## src/rtl/flow_table_packet_counter_assert.svh

```systemverilog
// Assertion macros shared by the flow table RTL.
// Each macro expects signals named clk and rst_n in the module that uses it.
`ifndef FLOW_TABLE_PACKET_COUNTER_ASSERT_SVH
`define FLOW_TABLE_PACKET_COUNTER_ASSERT_SVH

// The consequent must hold in the same cycle as the antecedent.
`define FTPC_ASSERT_SAME(lbl, ante, cons, msg) \
  lbl: assert property (@(posedge clk) disable iff (!rst_n) (ante) |-> (cons)) \
    else $error(msg);

// The consequent must hold in the cycle after the antecedent.
`define FTPC_ASSERT_NEXT(lbl, ante, cons, msg) \
  lbl: assert property (@(posedge clk) disable iff (!rst_n) (ante) |=> (cons)) \
    else $error(msg);

`endif

```

## src/rtl/ftpc_ram.sv

```systemverilog
// Generic single-clock RAM with one write port and one registered read port.
// No dependencies.
module ftpc_ram #(
  parameter int WIDTH = 8,
  parameter int DEPTH = 16
) (
  input  logic                     clk,
  input  logic                     we,
  input  logic [$clog2(DEPTH)-1:0] waddr,
  input  logic [WIDTH-1:0]         wdata,
  input  logic                     re,
  input  logic [$clog2(DEPTH)-1:0] raddr,
  output logic [WIDTH-1:0]         rdata
);

  logic [WIDTH-1:0] mem [DEPTH];

  // Write port.
  always_ff @(posedge clk) begin
    if (we) begin
      mem[waddr] <= wdata;
    end
  end

  // Registered read port.
  always_ff @(posedge clk) begin
    if (re) begin
      rdata <= mem[raddr];
    end
  end

endmodule

```

## config.mk

```make
export PLATFORM = sky130hd
export DESIGN_NAME = ftpc_ram
export DESIGN_NICKNAME = d
export VERILOG_FILES = /design/src/rtl/flow_table_packet_counter_assert.svh /design/src/rtl/ftpc_ram.sv
export SDC_FILE = /design/constraint.sdc
export NUM_CORES = 1
export LEC_CHECK = 0
export BUFFER_PORTS_ARGS = -buffer_cell sky130_fd_sc_hd__buf_2
export CORE_ASPECT_RATIO = 1.5
export CORE_UTILIZATION = 60
export DETAILED_ROUTE_END_ITERATION = 16
export GPL_TIMING_DRIVEN = 0
export PLACE_DENSITY = 0.9
export SKIP_CTS_REPAIR_TIMING = 1
export SYNTH_ARGS = -nofsm -noshare
export SYNTH_HDL_FRONTEND = slang
export SYNTH_SLANG_ARGS = --single-unit
```

## constraint.sdc

```tcl
create_clock -name clk -period 1.85 [get_ports clk]
set_input_delay 0.185 -clock clk [delete_from_list [all_inputs] [get_ports clk]]
set_output_delay 0.185 -clock clk [all_outputs]
set_load 0.01 [all_outputs]
```

* After elaboration in Yosys (flattened, before gate mapping)
Memories as Yosys holds them, arrays and structs flattened. A register that Yosys moved wholly into a read port is not among the register bits.
Cells that the tools add are included.
Widths: inputs -> output; s select.
** Storage, ports and cells
- Register bits after elaboration :: 0
- Memory bits (writable) :: 128
- Bits of input ports :: 19
- Output and inout port bits :: 8
- Word-level logic and storage cells :: 3
- Memories kept :: 1
** Cells by class
- Mux-type cells :: 2
** Memory list
- mem :: depth 16, width 8, rd ports 1, clocked after Yosys merged registers in 1, write ports 1, RTL line ftpc_ram.sv:16 : logic [WIDTH-1:0] mem [DEPTH];
** Operator list (number)
- $mux 1 :: 2

* Longest topological paths before layout
Gate-level depths: netlist of the first run.
- Word-level depth :: 2
- Gate-level depth with buffers :: 5

* Least setup slack after synthesis of the first run
OpenSTA, ideal clock, no wires.
- Path type :: input-to-reg
- From :: in waddr[2]
- To :: mem mem[0][0] (enable)
- Setup time :: 0.383 ns
- Arrival time :: 1.295 ns
- Required time :: 1.467 ns
- Path slack :: 0.172 ns
- Cell stages on the path :: 2
- Cells stage by stage :: or3b_2 -> nor3_1
** RTL lines
- start, declared :: RTL line ftpc_ram.sv:9 : input logic [$clog2(DEPTH)-1:0] waddr,
- end, declared :: RTL line ftpc_ram.sv:16
No word-level cell before the write port.

==> impl_metrics.py, run 1 <==
metrics = {
    "worst_setup_path": {
        "endpoint": "rdata[3]$_DFFE_PP_",
        "reg2reg_to": "rdata[3]$_DFFE_PP_",
        "reg2reg_slack_ps": 220,
        "timing.rr.start": "mem[1][3]$_DFFE_PP_",
        "endpoint_kind": "flip-flop",
        "arrival_ps": 1800,
        "start_kind": "flip-flop",
        "r2r_cells": 3,
        "crit_path_start": "mem[1][3]$_DFFE_PP_",
        "crit_type": "flip-flop to flip-flop",
        "crit_fanout": 1,
        "cp.required_ps": 2020,
    },
    "logic_synthesis": {
        "async_flop_share_pct": 0,
        "ys_warn_count": 0,
        "synth_compound_area_share_pct": 2.30,
        "syn-num-nets": 248,
        "syn_avg_cell_area_um2": 22.8,
        "synth-adder-area-share_pct": 0,
        "syn_inst": 229,
        "synth.most_common_cell": "edfxtp_1",
        "synth_xor_area_share_pct": 0,
        "netlist_area_mm2": 0.00523,
        "synth_top_family_by_area": "multiplexers",
        "synth_edf_count": 136,
        "synthTopCellsByArea": "edfxtp_1, mux4_2, mux4_1",
        "ys.flop_type": "edfxtp_1",
        "synth_top_cell_by_area": "edfxtp_1",
        "synth.ff_latch_count": 136,
        "ys_top_cells_by_count": "edfxtp_1, mux4_2, a22oi_1, mux4_1, nor2_1",
        "synth.area.mux_share_pct": 14.8,
        "synth_top_area_share_pct": 78.1,
        "ys_types": 18,
        "synthSimpleGateAreaFrac_pct": 3.14,
        "yosysSeqAreaShare_pct": 78.1,
    },
    "clocking": {
        "clock_tree.root_cell": "clkbuf_16",
        "clock_path_buffers": 2,
        "cts_tree": "done",
        "cts_made_buffers": 17,
        "cts.sinks": 136,
        "clk_pin_slew_worst_paths_ps": 50,
        "h-tree-depth": 4,
        "clkLatencyLatePin_ps": 420,
    },
    "flow_run": {
        "cap_violations": 0,
    },
    "route": {
        "wl_met2_um": 5350,
        "routed_wl_um": 10100,
        "first_pass_iters": 9,
        "wl_met3_um": 632,
        "drc": 0,
        "antenna_left": 0,
        "vias_per_cell": 6.41,
        "met1_length_um": 3790,
        "wl_per_cell_um": 25.8,
        "via_count": 2506,
        "top_layer_used": "met4",
        "drt_iter0_drc": 221,
    },
    "layout": {
        "syn_to_final_growth_pct": 14.2,
        "antenna_cells": 0,
        "final_area_mm2": 0.00597,
        "instances_no_fill": 391,
        "drive_gt1_share_pct": 26.1,
        "nNetsFinal": 292,
    },
    "pwr": {
        "ir_drop_mv": 0.911,
        "finalPower_uw": 6600,
        "power_density_mw_per_mm2": 1110,
        "p_leak_uw": 0.00199,
    },
    "place": {
        "place.gp.congestion": 0.876,
        "dpl.hpwl_um": 6240,
        "io_buffers": 25,
        "dp_cells": 361,
        "postPlaceCellArea_mm2": 0.00549,
    },
    "min_path": {
        "hold_path_class": "input pin to flip-flop",
    },
    "floorplanning": {
        "dieWidth_um": 78.2,
        "initial_core_util_pct": 62.1,
        "die_y_um": 116,
        "coreArea_mm2": 0.00841,
        "rows": 41,
        "die-area_mm2": 0.00910,
        "io_pins": 27,
    },
    "sta": {
        "finalSetupViolCount": 0,
        "fin_crit_sh_pct": 88.3,
        "fin_worst_skew_ps": 7.59,
        "hold_viol": 0,
        "fin_setup_tns_ps": 0,
        "worst_pin_slew_ps": 1260,
        "fin_crit_ps": 1630,
        "relSlewSlack_pct": 15.3,
        "max_freq_ghz": 0.612,
        "finalMaxSlewViolations": 0,
        "rsz0062_at_grt": "no",
    },
    "global_route": {
        "grt_pass1_vias": 2565,
        "antenna_found_initial": 0,
        "grtUsageTotal_pct": 25.3,
        "grt_pass1_wl_um": 15100,
        "grt_overflow": 0,
        "grt_max_degree": 17,
    },
    "run_status": {
        "status": "finished, final reports clean",
    },
}
routing by layer:
layer / GRT usage, % / vias up
li1: - / 1070
met2: 41.1 / 128
met3: 7.34 / 28
met1: 31.4 / 1280
met4: 12.7 / 0
met5: 0 / -
area by class of cell:
| type | instances | area [µm²] |
|---|---|---|
| fillers | 505 | 2440 |
| multi-input cells | 83 | 1060 |
| clock buffers | 21 | 440 |
| repair buffers | 25 | 125 |
| clock inverters | 9 | 36.3 |
| well taps | 107 | 134 |
| plain buffers | 10 | 86.3 |
| flip-flops and latches | 136 | 4080 |
cells by family (layout without fill, tap and decap cells):
family | after synthesis | in the layout
flops | 136 | 136
simple gates | 35 | 35
mux | 32 | 32
compound gates | 16 | 16
buf+inv | 10 | 65
layout by cell type (no fill, tap or decap):
cell	instances
a22oi_1	16
and2_1	1
and2b_1	1
buf_2	28
buf_4	1
buf_6	3
clkbuf_1	4
clkbuf_16	17
clkdlybuf4s25_2	3
clkinv_1	7
clkinv_2	2
edfxtp_1	136
mux4_1	14
mux4_2	18
nand2_1	9
nand2b_1	2
nand3_1	1
nand3b_1	2
nor2_1	13
nor2b_1	1
nor3_1	3
nor3_2	1
or3b_2	1
state kept, by name (all words and copies together) (netlist names):
name   count
mem      128
rdata      8
worst max-delay path, cell delays in order (launching register included):
cell,delay (ps)
edfxtp_1,360
mux4_1,620
a22oi_1,320
nand2_1,90
stage by stage:
step	setup slack (ps)	utilization, %	hold WS [ps]
finish	216	70.9	105
global route	155	70.9	111
CTS	61.4	70.9	95.7
detailed placement	-379	65.2	533
global placement	-345	65.2	514
floorplan	172	-	284
how the worst min path moves through the flow:
stage / start / endpoint / depth (start not counted)
global route: re / rdata[4]$_DFFE_PP_ / 1
global placement: re / rdata[2]$_DFFE_PP_ / 1
finish: re / rdata[4]$_DFFE_PP_ / 1
CTS: re / rdata[4]$_DFFE_PP_ / 1
detailed placement: re / rdata[4]$_DFFE_PP_ / 1
floorplan: wdata[0] / mem[0][0]$_DFFE_PP_ / 0
where the power goes:
part           internal (µW)  leakage, µW  switching, µW  total (µW)
Sequential              3480      0.00124           15.9        3490
Clock                   1650     0.000233           1130        2780
Combinational            134     0.000519            200         334
Note: power is estimated with default switching activity, not from simulation.
==> run 2: changes to the inputs <==
Settings changed: ABC_AREA set to 1, CORE_ASPECT_RATIO 1.5 to unset, CORE_UTILIZATION 60 to 61, PLACE_DENSITY 0.9 to 0.83.
==> impl_metrics.py, run 2 <==
metrics = {
    "floorplanning": {
        "coreArea_mm2": 0.00928,
        "initial_core_util_pct": 63.0,
        "die_y_um": 99.9,
        "rows": 35,
        "io_pins": 27,
        "dieWidth_um": 99.9,
        "die-area_mm2": 0.00998,
    },
    "place": {
        "dpl.hpwl_um": 8630,
        "io_buffers": 23,
        "place.gp.congestion": 0.912,
        "postPlaceCellArea_mm2": 0.00612,
    },
    "sta": {
        "hold_viol": 0,
        "fin_crit_ps": 1200,
        "relSlewSlack_pct": 38.5,
        "finalSetupViolCount": 0,
        "fin_setup_tns_ps": 0,
        "rsz0062_at_grt": "no",
        "fin_crit_sh_pct": 65.1,
        "worst_pin_slew_ps": 919,
        "max_freq_ghz": 0.830,
        "fin_worst_skew_ps": 7.75,
        "finalMaxSlewViolations": 0,
    },
    "logic_synthesis": {
        "synth_compound_area_share_pct": 0,
        "synth_top_area_share_pct": 69.8,
        "syn_inst": 551,
        "async_flop_share_pct": 0,
        "syn-num-nets": 570,
        "ys_types": 11,
        "synth.area.mux_share_pct": 0,
        "syn_avg_cell_area_um2": 10.6,
        "ys_top_cells_by_count": "nand2_1, edfxtp_1, inv_1, nand3_1, nor2_1",
        "synthSimpleGateAreaFrac_pct": 20.8,
        "ys_warn_count": 0,
        "synth-adder-area-share_pct": 0,
        "synth_top_cell_by_area": "edfxtp_1",
        "yosysSeqAreaShare_pct": 69.8,
        "synthTopCellsByArea": "edfxtp_1, nand2_1, nand3_1",
        "netlist_area_mm2": 0.00585,
        "synth_xor_area_share_pct": 0,
        "synth_edf_count": 136,
        "synth_top_family_by_area": "simple AND/OR/NAND/NOR gates",
        "ys.flop_type": "edfxtp_1",
        "synth.ff_latch_count": 136,
        "synth.most_common_cell": "nand2_1",
    },
    "global_route": {
        "grt_pass1_vias": 3789,
        "grt_pass1_wl_um": 20700,
        "grt_overflow": 0,
        "grtUsageTotal_pct": 29.9,
        "grt_max_degree": 17,
        "antenna_found_initial": 0,
    },
    "clocking": {
        "clk_pin_slew_worst_paths_ps": 60,
        "clkLatencyLatePin_ps": 520,
        "cts_tree": "done",
        "cts_made_buffers": 17,
        "h-tree-depth": 4,
        "cts.sinks": 136,
        "clock_tree.root_cell": "clkbuf_8",
        "clock_path_buffers": 2,
    },
    "layout": {
        "final_common_cell": "nand2_1",
        "antenna_cells": 0,
        "drive_gt1_share_pct": 11.9,
        "final_area_mm2": 0.00664,
        "largest_register": "mem",
        "nNetsFinal": 613,
        "largestRegisters": "mem (128), rdata (8)",
        "mostFrequentLayoutCells": "nand2_1, edfxtp_1, inv_1",
        "syn_to_final_growth_pct": 13.6,
        "largest_reg_flops": 128,
    },
    "route": {
        "vias_per_cell": 5.38,
        "first_pass_iters": 5,
        "via_count": 3953,
        "drt_iter0_drc": 389,
        "antenna_left": 0,
        "drc": 0,
        "wl_per_cell_um": 18.3,
        "routed_wl_um": 13400,
    },
    "worst_setup_path": {
        "cp_slowest_cell": "edfxtp_1",
        "crit_buf_inv": 1,
        "arrival_ps": 1020,
        "crit_type": "flip-flop to output pin",
        "reg2reg_slack_ps": 670,
        "start_kind": "flip-flop",
        "cp_slowest_stage_delay_ps": 360,
        "crit_fanout": 1,
        "path_delay_family": "flip-flops",
        "path_cells": "buf_2",
        "cp.required_ps": 1660,
        "endpoint_kind": "output pin",
    },
    "pwr": {
        "pwr-share-comb_pct": 6.5,
        "ir_drop_mv": 0.753,
        "p_sw_share_pct": 22.1,
        "pwr-share-clk_pct": 42.6,
        "power_density_mw_per_mm2": 1030,
        "seq_power_share_pct": 50.9,
        "finalPower_uw": 6860,
        "intPower_uw": 5340,
        "power.net_switching_uw": 1520,
        "p_leak_uw": 0.00287,
    },
    "run_status": {
        "status": "finished, final reports clean",
    },
    "min_path": {
        "hold_path_class": "input pin to flip-flop",
    },
    "flow_run": {
        "cap_violations": 0,
    },
}
==> run 2: changes by cell type after synthesis, sizes merged, moves of 2 or more <==
cell / previous run / this run
a22oi: 16 / 0
buf: 7 / 24
clkdlybuf4s25: 3 / 0
inv: 0 / 102
mux4: 32 / 0
nand2: 9 / 173
nand2b: 2 / 0
nand3: 1 / 97
nor2: 13 / 17
nor3: 4 / 0
==> run 2: stage by stage <==
stage / worst slack (ps) / cells / utilization [%] / hold slack (ps)
finish: 645 / 735 / 71.5 / 76.8
global route: 602 / 735 / 71.5 / 73.0
CTS: 634 / 734 / 71.4 / -11.0
detailed placement: 213 / 703 / 66.0 / 524
global placement: 231 / 703 / 66.0 / 511
floorplan: 714 / 551 / - / 284
==> run 2: layout make-up <==
type | count | area, µm²
sequential | 136 | 4080
fill | 671 | 2640
multi-input combinational | 289 | 1210
clock buffer | 19 | 422
inverter | 102 | 383
buffer | 24 | 166
tap | 129 | 161
timing repair buffer | 24 | 125
clock inverter | 12 | 86.3
==> run 2: layer usage <==
| metal | up-vias | GRT usage (%) | routed length [µm] |
|---|---|---|---|
| met5 | - | 0 | 0 |
| met4 | 0 | 12.9 | 420 |
| li1 | 1867 | - | - |
| met1 | 1813 | 42.5 | 5570 |
| met2 | 235 | 44.7 | 6080 |
| met3 | 38 | 6.89 | 1340 |
==> run 2: cells by family (layout without fill, tap and decap cells) <==
kind of cell	Yosys count	after routing
flops	136	136
buf+inv	126	181
simple gates	289	289
==> run 2: path summary, 6_finish.rpt <==
check / start / end / cells past startpoint
max: rdata[7]$_DFFE_PP_ / rdata[7] / 1
min reg2reg: mem[12][5]$_DFFE_PP_ / rdata[5]$_DFFE_PP_ / 6
min: wdata[4] / mem[15][4]$_DFFE_PP_ / 1
max reg2reg: mem[15][7]$_DFFE_PP_ / rdata[7]$_DFFE_PP_ / 6
==> run 2: power by group through the flow <==
stage	Clock, µW	Combinational [µW]	Sequential (µW)
5_1_grt	3040	491	3490
3_5_place_dp	0	436	3550
4_1_cts	2910	439	3490
3_3_place_gp	0	427	3550
2_1_floorplan	0	243	3560
6_report	2920	448	3490
==> run 3: changes to the inputs <==
Settings changed: CORE_UTILIZATION 61 to 55, PLACE_DENSITY 0.83 to 0.79.
Clock period 1.85 ns to 1 ns, I/O delays scaled along.
==> impl_metrics.py, run 3 (synthesis gave the netlist of run 2 again) <==
metrics = {
    "clocking": {
        "cts_made_buffers": 17,
        "clk_pin_slew_worst_paths_ps": 60,
        "clkLatencyLatePin_ps": 530,
        "cts_tree": "done",
        "clock_tree.root_cell": "clkbuf_8",
        "cts.sinks": 136,
        "h-tree-depth": 4,
        "clock_path_buffers": 2,
    },
    "worst_setup_path": {
        "cp.required_ps": 1280,
        "crit_type": "flip-flop to flip-flop",
        "r2r_cells": 6,
        "crit_fanout": 1,
        "endpoint_kind": "flip-flop",
        "arrival_ps": 1430,
        "start_kind": "flip-flop",
    },
    "global_route": {
        "grtUsageTotal_pct": 26.6,
        "grt_pass1_wl_um": 20900,
        "grt_overflow": 0,
        "grt_max_degree": 17,
        "grt_pass1_vias": 3748,
        "antenna_found_initial": 0,
    },
    "sta": {
        "finalMaxSlewViolations": 0,
        "hold_viol": 0,
        "relSlewSlack_pct": 50.6,
        "fin_crit_ps": 1160,
        "max_freq_ghz": 0.865,
        "finalSetupViolCount": 24,
        "fin_worst_skew_ps": 5.07,
        "setup_slack_ps": -156,
        "fin_setup_tns_ps": -2080,
        "fin_crit_sh_pct": 116,
        "worst_pin_slew_ps": 739,
        "rsz0062_at_grt": "yes",
    },
    "floorplanning": {
        "initial_core_util_pct": 56.6,
        "dieWidth_um": 105,
        "io_pins": 27,
        "die-area_mm2": 0.0110,
        "die_y_um": 105,
        "coreArea_mm2": 0.0103,
        "rows": 37,
    },
    "route": {
        "first_pass_iters": 7,
        "via_count": 4032,
        "drt_iter0_drc": 425,
        "drc": 0,
        "antenna_left": 0,
        "routed_wl_um": 13900,
        "vias_per_cell": 5.40,
        "wl_per_cell_um": 18.7,
    },
    "layout": {
        "final_common_cell": "nand2_1",
        "nNetsFinal": 617,
        "instances_no_fill": 747,
        "antenna_cells": 0,
        "largest_register": "mem",
        "syn_to_final_growth_pct": 20.3,
        "largest_reg_flops": 128,
        "drive_gt1_share_pct": 22.1,
        "nFillCells": 712,
        "mostFrequentLayoutCells": "nand2_1, edfxtp_1, inv_1",
        "final_area_mm2": 0.00704,
        "multiInputGateArea_mm2": 0.00148,
        "register_area_mm2": 0.00408,
        "largestRegisters": "mem (128), rdata (8)",
    },
    "place": {
        "dpl.hpwl_um": 8800,
        "postPlaceCellArea_mm2": 0.00614,
        "place.gp.congestion": 0.864,
        "place_ws_ps": -553,
        "io_buffers": 23,
        "dp_cells": 710,
    },
    "pwr": {
        "ir_drop_mv": 1.13,
        "p_leak_uw": 0.00301,
        "power_density_mw_per_mm2": 1930,
    },
    "flow_run": {
        "cap_violations": 0,
    },
    "min_path": {
        "whs_path_depth": 1,
        "hold_path_class": "input pin to flip-flop",
    },
    "run_status": {
        "status": "finished with violations",
        "violations": "setup timing",
    },
}
-- run 3: cell types whose count changed in the layout (fill, tap and decap cells not counted), sizes merged --
cell | before | now
dlygate4sd3 | 1 | 5
bufinv | 1 | 4
clkinv | 8 | 5
clkbuf | 19 | 21
clkinvlp | 3 | 2
-- run 3: routing by layer --
| layer | track usage, % | wire length (µm) |
|---|---|---|
| met4 | 12.2 | 307 |
| met5 | 0 | 0 |
| met2 | 39.6 | 6720 |
| met1 | 36.6 | 5790 |
| met3 | 7.11 | 1120 |
-- run 3: area by class of cell --
type,instances,share of cell area (%)
clock inverter,11,2.19
tap,136,2.42
inverter,102,5.44
sequential,136,58.0
timing repair buffer,28,2.35
clock buffer,21,6.10
buffer,24,2.37
multi-input combinational,289,21.1
-- run 3: final timing paths --
path,from,endpoint,slack [ps]
max reg2reg,mem[0][4]$_DFFE_PP_,rdata[4]$_DFFE_PP_,-160
max,mem[0][4]$_DFFE_PP_,rdata[4]$_DFFE_PP_,-160
min reg2reg,mem[6][7]$_DFFE_PP_,rdata[7]$_DFFE_PP_,790
min,wdata[0],mem[11][0]$_DFFE_PP_,20
-- run 3: through the flow --
stage          hold slack, ps  util, %  power (µW)
2_1_floorplan             199        -        7040
3_3_place_gp              427     59.5        7360
3_5_place_dp              440     59.5        7380
4_1_cts                  -107     65.1       13500
5_1_grt                  6.40     68.1       13900
6_report                 16.7     68.1       13600
-- run 3: power by group --
| part | internal, µW | switching, µW | total, µW |
|---|---|---|---|
| registers | 6420 | 31.2 | 6460 |
| clock network | 4000 | 2200 | 6210 |
| logic | 286 | 660 | 946 |
| total | 10700 | 2900 | 13600 |
-- run 3: worst max-delay path, cell delays in order, from the launching register on --
cell and delay (ps):
edfxtp_1 360, inv_1 70, nand2_1 60, nand3_1 130, nand3_2 130, nand3_2 90, nand2_1 80
